===== src/rtl/tivm_pkg.sv =====
// Shared types, opcodes and helpers for the tagged integer execute unit.
// Depends on nothing; every other file imports it.
package tivm_pkg;

    // Storage sizes.
    localparam int NUM_REGS   = 128;
    localparam int POOL_DEPTH = 128;
    localparam int REG_AW     = $clog2(NUM_REGS);
    localparam int POOL_AW    = $clog2(POOL_DEPTH);

    // Datapath sizes for the shared multiply/divide unit.
    localparam int WORD_W   = 64;
    localparam int STEP_CNT = 64;
    localparam int CNT_W    = $clog2(STEP_CNT);

    // Opcodes.
    localparam logic [3:0] OP_ADD   = 4'd0;
    localparam logic [3:0] OP_SUB   = 4'd1;
    localparam logic [3:0] OP_MUL   = 4'd2;
    localparam logic [3:0] OP_DIV   = 4'd3;
    localparam logic [3:0] OP_EQ    = 4'd4;
    localparam logic [3:0] OP_GT    = 4'd5;
    localparam logic [3:0] OP_LT    = 4'd6;
    localparam logic [3:0] OP_CJMP  = 4'd7;
    localparam logic [3:0] OP_UJMP  = 4'd8;
    localparam logic [3:0] OP_NJMP  = 4'd9;
    localparam logic [3:0] OP_MOV   = 4'd10;
    localparam logic [3:0] OP_RET   = 4'd11;
    localparam logic [3:0] OP_LOADC = 4'd12;

    typedef struct packed {
        logic [3:0]  op;
        logic [6:0]  dest;
        logic [7:0]  src_b;
        logic [7:0]  src_c;
        logic [31:0] jump_target;
        logic [63:0] const_value;
    } in_word_t;

    typedef struct packed {
        logic [31:0] next_pc;
        logic [63:0] value;
        logic        halted;
        logic        div_zero;
    } out_word_t;

    // Write request into the operand store.
    typedef struct packed {
        logic        reg_we;
        logic        pool_we;
        logic [6:0]  idx;
        logic [63:0] data;
    } store_wr_t;

    // Command to the shared multiply/divide unit.
    typedef struct packed {
        logic start;
        logic is_div;
    } alu_ctrl_t;

    // Arithmetic shift right by one removes the tag.
    function automatic logic [63:0] untag(input logic [63:0] raw);
        return {raw[63], raw[63:1]};
    endfunction

    // Shift left by one and set the tag bit.
    function automatic logic [63:0] tag(input logic [63:0] n);
        return {n[62:0], 1'b1};
    endfunction

endpackage


===== src/rtl/tivm_seqalu.sv =====
// Shared multiply/divide unit: one 65-bit adder used once per cycle for
// shift-add multiplication or restoring division of magnitudes. Uses tivm_pkg.
module tivm_seqalu (
    input  logic                aclk,
    input  logic                aresetn,
    input  tivm_pkg::alu_ctrl_t ctrl,
    input  logic [63:0]         opa,
    input  logic [63:0]         opb,
    output logic                done,
    output logic [63:0]         result
);
    import tivm_pkg::*;

    logic              busy_reg;
    logic              done_reg;
    logic [CNT_W-1:0]  cnt_reg;
    logic              is_div_reg;
    logic [WORD_W-1:0] acc_reg;
    logic [WORD_W-1:0] a_reg;
    logic [WORD_W-1:0] b_reg;

    logic [WORD_W-1:0] shift_rem;
    logic [WORD_W-1:0] add_x;
    logic [WORD_W-1:0] add_y;
    logic [WORD_W:0]   sum;

    // The one adder: accumulate for multiply, trial subtract for divide.
    always_comb begin
        shift_rem = {acc_reg[WORD_W-2:0], a_reg[WORD_W-1]};
        add_x     = is_div_reg ? shift_rem : acc_reg;
        add_y     = is_div_reg ? ~b_reg : a_reg;
        sum       = {1'b0, add_x} + {1'b0, add_y} + (WORD_W+1)'(is_div_reg);
    end

    // Step counter and completion pulse.
    always_ff @(posedge aclk) begin
        if (!aresetn) begin
            busy_reg <= 1'b0;
            done_reg <= 1'b0;
            cnt_reg  <= '0;
        end else begin
            done_reg <= 1'b0;
            if (ctrl.start) begin
                busy_reg <= 1'b1;
                cnt_reg  <= '0;
            end else if (busy_reg) begin
                cnt_reg <= cnt_reg + 1'b1;
                if (cnt_reg == CNT_W'(STEP_CNT - 1)) begin
                    busy_reg <= 1'b0;
                    done_reg <= 1'b1;
                end
            end
        end
    end

    // Operand and partial result registers.
    always_ff @(posedge aclk) begin
        if (ctrl.start) begin
            acc_reg    <= '0;
            a_reg      <= opa;
            b_reg      <= opb;
            is_div_reg <= ctrl.is_div;
        end else if (busy_reg) begin
            if (is_div_reg) begin
                acc_reg <= sum[WORD_W] ? sum[WORD_W-1:0] : shift_rem;
                a_reg   <= {a_reg[WORD_W-2:0], sum[WORD_W]};
            end else begin
                if (b_reg[0]) begin
                    acc_reg <= sum[WORD_W-1:0];
                end
                a_reg <= {a_reg[WORD_W-2:0], 1'b0};
                b_reg <= {1'b0, b_reg[WORD_W-1:1]};
            end
        end
    end

    assign done   = done_reg;
    assign result = is_div_reg ? a_reg : acc_reg;

    property p_no_start_while_busy;
        @(posedge aclk) disable iff (!aresetn) busy_reg |-> !ctrl.start;
    endproperty
    a_no_start_while_busy: assert property (p_no_start_while_busy)
        else $error("multiply/divide restarted while busy");

    property p_done_ends_busy;
        @(posedge aclk) disable iff (!aresetn) done_reg |-> !busy_reg;
    endproperty
    a_done_ends_busy: assert property (p_done_ends_busy)
        else $error("done raised while still stepping");

    property p_start_busy;
        @(posedge aclk) disable iff (!aresetn) ctrl.start |=> busy_reg && cnt_reg == '0;
    endproperty
    a_start_busy: assert property (p_start_busy)
        else $error("start did not begin a step sequence");

endmodule


===== config.mk =====
export PLATFORM = sky130hd
export DESIGN_NAME = tivm_seqalu
export DESIGN_NICKNAME = d
export VERILOG_FILES = /design/src/rtl/tivm_pkg.sv /design/src/rtl/tivm_seqalu.sv
export SDC_FILE = /design/constraint.sdc
export NUM_CORES = 1
export LEC_CHECK = 0
export BUFFER_PORTS_ARGS = -buffer_cell sky130_fd_sc_hd__buf_2
export CORE_MARGIN = 10
export CORE_UTILIZATION = 59
export DETAILED_ROUTE_END_ITERATION = 16
export PLACE_DENSITY = 0.89
export RECOVER_POWER = 25
export SETUP_SLACK_MARGIN = 0.05
export SKIP_CTS_REPAIR_TIMING = 1
export SLEW_MARGIN = 20
export SYNTH_ARGS = -nofsm -noshare
export SYNTH_HDL_FRONTEND = slang
export SYNTH_SLANG_ARGS = --single-unit

===== constraint.sdc =====
create_clock -name aclk -period 4.9 [get_ports aclk]
set_input_delay 0.49 -clock aclk [delete_from_list [all_inputs] [get_ports aclk]]
set_output_delay 0.49 -clock aclk [all_outputs]
set_load 0.02 [all_outputs]

==> results.md <==
- GR peak layer: met2
- CP Launch Type: flip-flop
- Static Leak: roughly 7.2 nW
- Router iterations before antenna repair: 6
- RSZ-0062 raised after global routing: no
- Cell variety after synth: 67
- CTS tree: yes
- Worst slew pin tran: about 1.5 ns
- Max Slew Vio Count: 0
- Ranking of synthesized cells by area: edfxtp_1, nand2_1, dfxtp_1, mux2_2, ha_1
- Met2 Use GR: 0.405
- Fin crit share: 0.937
- Num CTS Buffers: 23
- Slew HR: 0.00990
- Peak supply drop: approximately 320 uV
- Internal Power: between 3 and 4 mW
- Io pins: just under 200
- Psw: ~2.2 mW
- First-pass GRT wire length: 65.7 mm
- Largest net degree at the start of global routing: 175
- Reg power frac: 0.360
- Antenna Nets Post-Route: 0
- CP endpoint kind: flip-flop
- Wire per inst: around 18 um
- Die ar.: a little over 0.03 mm2
- Worst-Skew Late Latency: 0.53 ns
- Class of the worst hold path: in -> reg
- Synth Flop Type: edfxtp_1
- Setup Viol. Count Final: 0
- Yosys top cell area share: 0.269
- Placed cells: roughly 2100
- Port Buf Inserts: 196
- Chip height: approximately 180 um
- Final WL: about 40 mm
- Register bit total from synthesis: 201
- Core Region: 0.0242 mm2
- Sequential share of the synthesized area: 0.369
- Initial antenna violation count: 1
- Status: completed
- Combinational power share: 0.371
- Clock Power Share: 0.270
- PD cells: around 370 mW/mm2
- Crit path max fanout: around 140
- Mean area per synthesized cell: 8.33 um2
- WS Path Type: reg -> reg
- Grt ovf: 0
- Syn nets: between 1500 and 2000
- CP peak stage delay: around 0.47 ns
- Final hold vios: 0
- Netlist Area Pre-Place: 0.0144 mm2
- Die W: 176 um
- Warnings from Yosys: 0
- Async set-reset flop share out of synthesis: 0
- Sw Share: 0.370
- Grt met1 use: 0.339
- Layout Skew: approximately 0.024 ns
- Vias in the first global route: around 13000
- Critical R2R Launch: is_div_reg$_DFFE_PP_
- Arr. time, crit path: 4.93 ns
- Commonest non-fill, non-tap cell in the layout: nand2_1
- Worst r2r path cells: 15
- Initial DRC count: about 1300
- GR Util met3: 0.0416
- Dpl hpwl: 28.3 mm
- DP Area: ~0.015 mm2
- EDFF count, synth: around 130
- Root buf cell: clkbuf_16
- Longest Clk Path Bufs: 3
- Post-route total power: 5.98 mW
- DRC: 0
- Area Overhead vs Synth: 12.4%
- Worst hold stages: 1
- Hold EP: is_div_reg$_DFFE_PP_
- Hold path startpoint: ctrl[0]
- Final Cell Area: approximately 0.016 mm2
- Gr usage total: 0.249
- Row count: between 50 and 60
- H-tree Lvls: 1
- Biggest area consumer among synthesized cells: edfxtp_1
- Final nets: 2046
- Share of layout cells above drive strength 1: 0.209
- GPL Wtd Cong: 0.970
- Total of max-cap violations: 0
- Post-Syn Instances: about 1700
- Setup TNS: 0 ns
- Finished Layout Cells: 2190
- Crit-path cells: buf_12 > nor2_1 > a21oi_1 > ha_1 > a21oi_1 > o21ai_0 > a221oi_1 > o21ai_1 > a21o_1 > a221oi_2 > a21o_4 > buf_12 > nor2_1 > a211oi_1 > nor3_1
- Vias post-DR: ~13000
- Commonest cells after routing, fill and taps aside: nand2_1, nor2_1, buf_2
- Max Clk Rate: 218 MHz
- Starting Density: 0.595
- Clock Sinks: around 200
- Reg2reg end: acc_reg[4]$_SDFFE_PP0P_
- CTS clk-pin slew, worst paths: 0.06 ns
- Min Clock Period, post-route: between 4 and 5 ns
- Slowest cell on crit path: edfxtp_1
- R2r setup slk: slightly above 0.3 ns
- Vias per Instance: between 6 and 7
- CP required: approximately 5.2 ns
[worst max-delay path: cells and delay by family, from the launching register on]
| kind | cells | cell delay (ns) |
|---|---|---|
| buffers and inverters | 2 | 0.67 |
| DFF | 1 | 0.47 |
| and+or+nand+nor | 3 | 0.30 |
| adders and majority gates | 1 | 0.38 |
| AOI/OAI and AO/OA | 9 | 2.39 |
[Yosys cell counts, drive strengths merged (7+ instances only)]
| cell type | n |
|---|---|
| a21oi | 158 |
| edfxtp | 129 |
| mux2 | 127 |
| o21bai | 11 |
| nand2 | 388 |
| a211oi | 59 |
| nor4 | 7 |
| xnor2 | 29 |
| o211ai | 10 |
| mux2i | 18 |
| nand3 | 18 |
| buf | 25 |
| a31oi | 8 |
| nor2 | 197 |
| inv | 11 |
| nand4 | 23 |
| o21a | 9 |
| nand2b | 9 |
| dfxtp | 72 |
| or3 | 7 |
| xor2 | 27 |
| ha | 64 |
| a21o | 40 |
| o21ai | 55 |
| and3 | 13 |
| clkbuf | 90 |
| nor3 | 54 |
[kinds of logic after synthesis]
family,Yosys count,synth area share
xor gates and xnor gates,56,0.0341
AOI/OAI and AO/OA,396,0.175
and+or+nand+nor,738,0.214
adders and majority gates,66,0.0584
DFF,201,0.369
buffers and inverters,126,0.0364
muxes,145,0.112
[routing by layer]
metal	up-vias	part of all wire	wire length, um
met1	6307	0.43	17200
li1	6437	-	-
met5	-	0	0
met4	0	0.022	863
met2	639	0.46	18600
met3	60	0.087	3480
[power groups by stage]
stage | Sequential [mW] | Combinational, mW | Clock [mW]
final | 2.15 | 2.21 | 1.61
after global routing | 2.17 | 2.44 | 1.69
after CTS | 2.15 | 2.17 | 1.63
after detailed placement | 2.18 | 2.15 | 0
after global placement | 2.17 | 2.10 | 0
after floorplan | 2.13 | 1.66 | 0
[area by class of cell]
cell class,instances,area [um2]
antenna,1,2.50
clock buffer,35,641
clock inverter,7,38.8
fill,1912,8000
inverter,11,41.3
multi-input combinational,1401,8570
sequential,201,5320
tap,324,405
timing repair buffer,210,1160
[worst max path at each step]
stage,endpoint,start,slack (ns)
final,acc_reg[4]$_SDFFE_PP0P_,is_div_reg$_DFFE_PP_,0.31
after global routing,acc_reg[4]$_SDFFE_PP0P_,is_div_reg$_DFFE_PP_,0.05
after CTS,acc_reg[8]$_SDFFE_PP0P_,is_div_reg$_DFFE_PP_,0.44
after detailed placement,acc_reg[24]$_SDFFE_PP0P_,is_div_reg$_DFFE_PP_,0.49
after global placement,acc_reg[17]$_SDFFE_PP0P_,is_div_reg$_DFFE_PP_,0.64
after floorplan,acc_reg[10]$_SDFFE_PP0P_,is_div_reg$_DFFE_PP_,1.01
[stage by stage]
stage	worst slack (ns)	util	hold slack, ns
finish	0.311	0.669	0.137
global route	0.0498	0.669	0.132
CTS	0.435	0.669	0.122
detailed placement	0.495	0.640	0.496
global placement	0.638	0.640	0.467
floorplan	1.01	-	0.454
No activity file was read; power rests on OpenSTA's default activity.
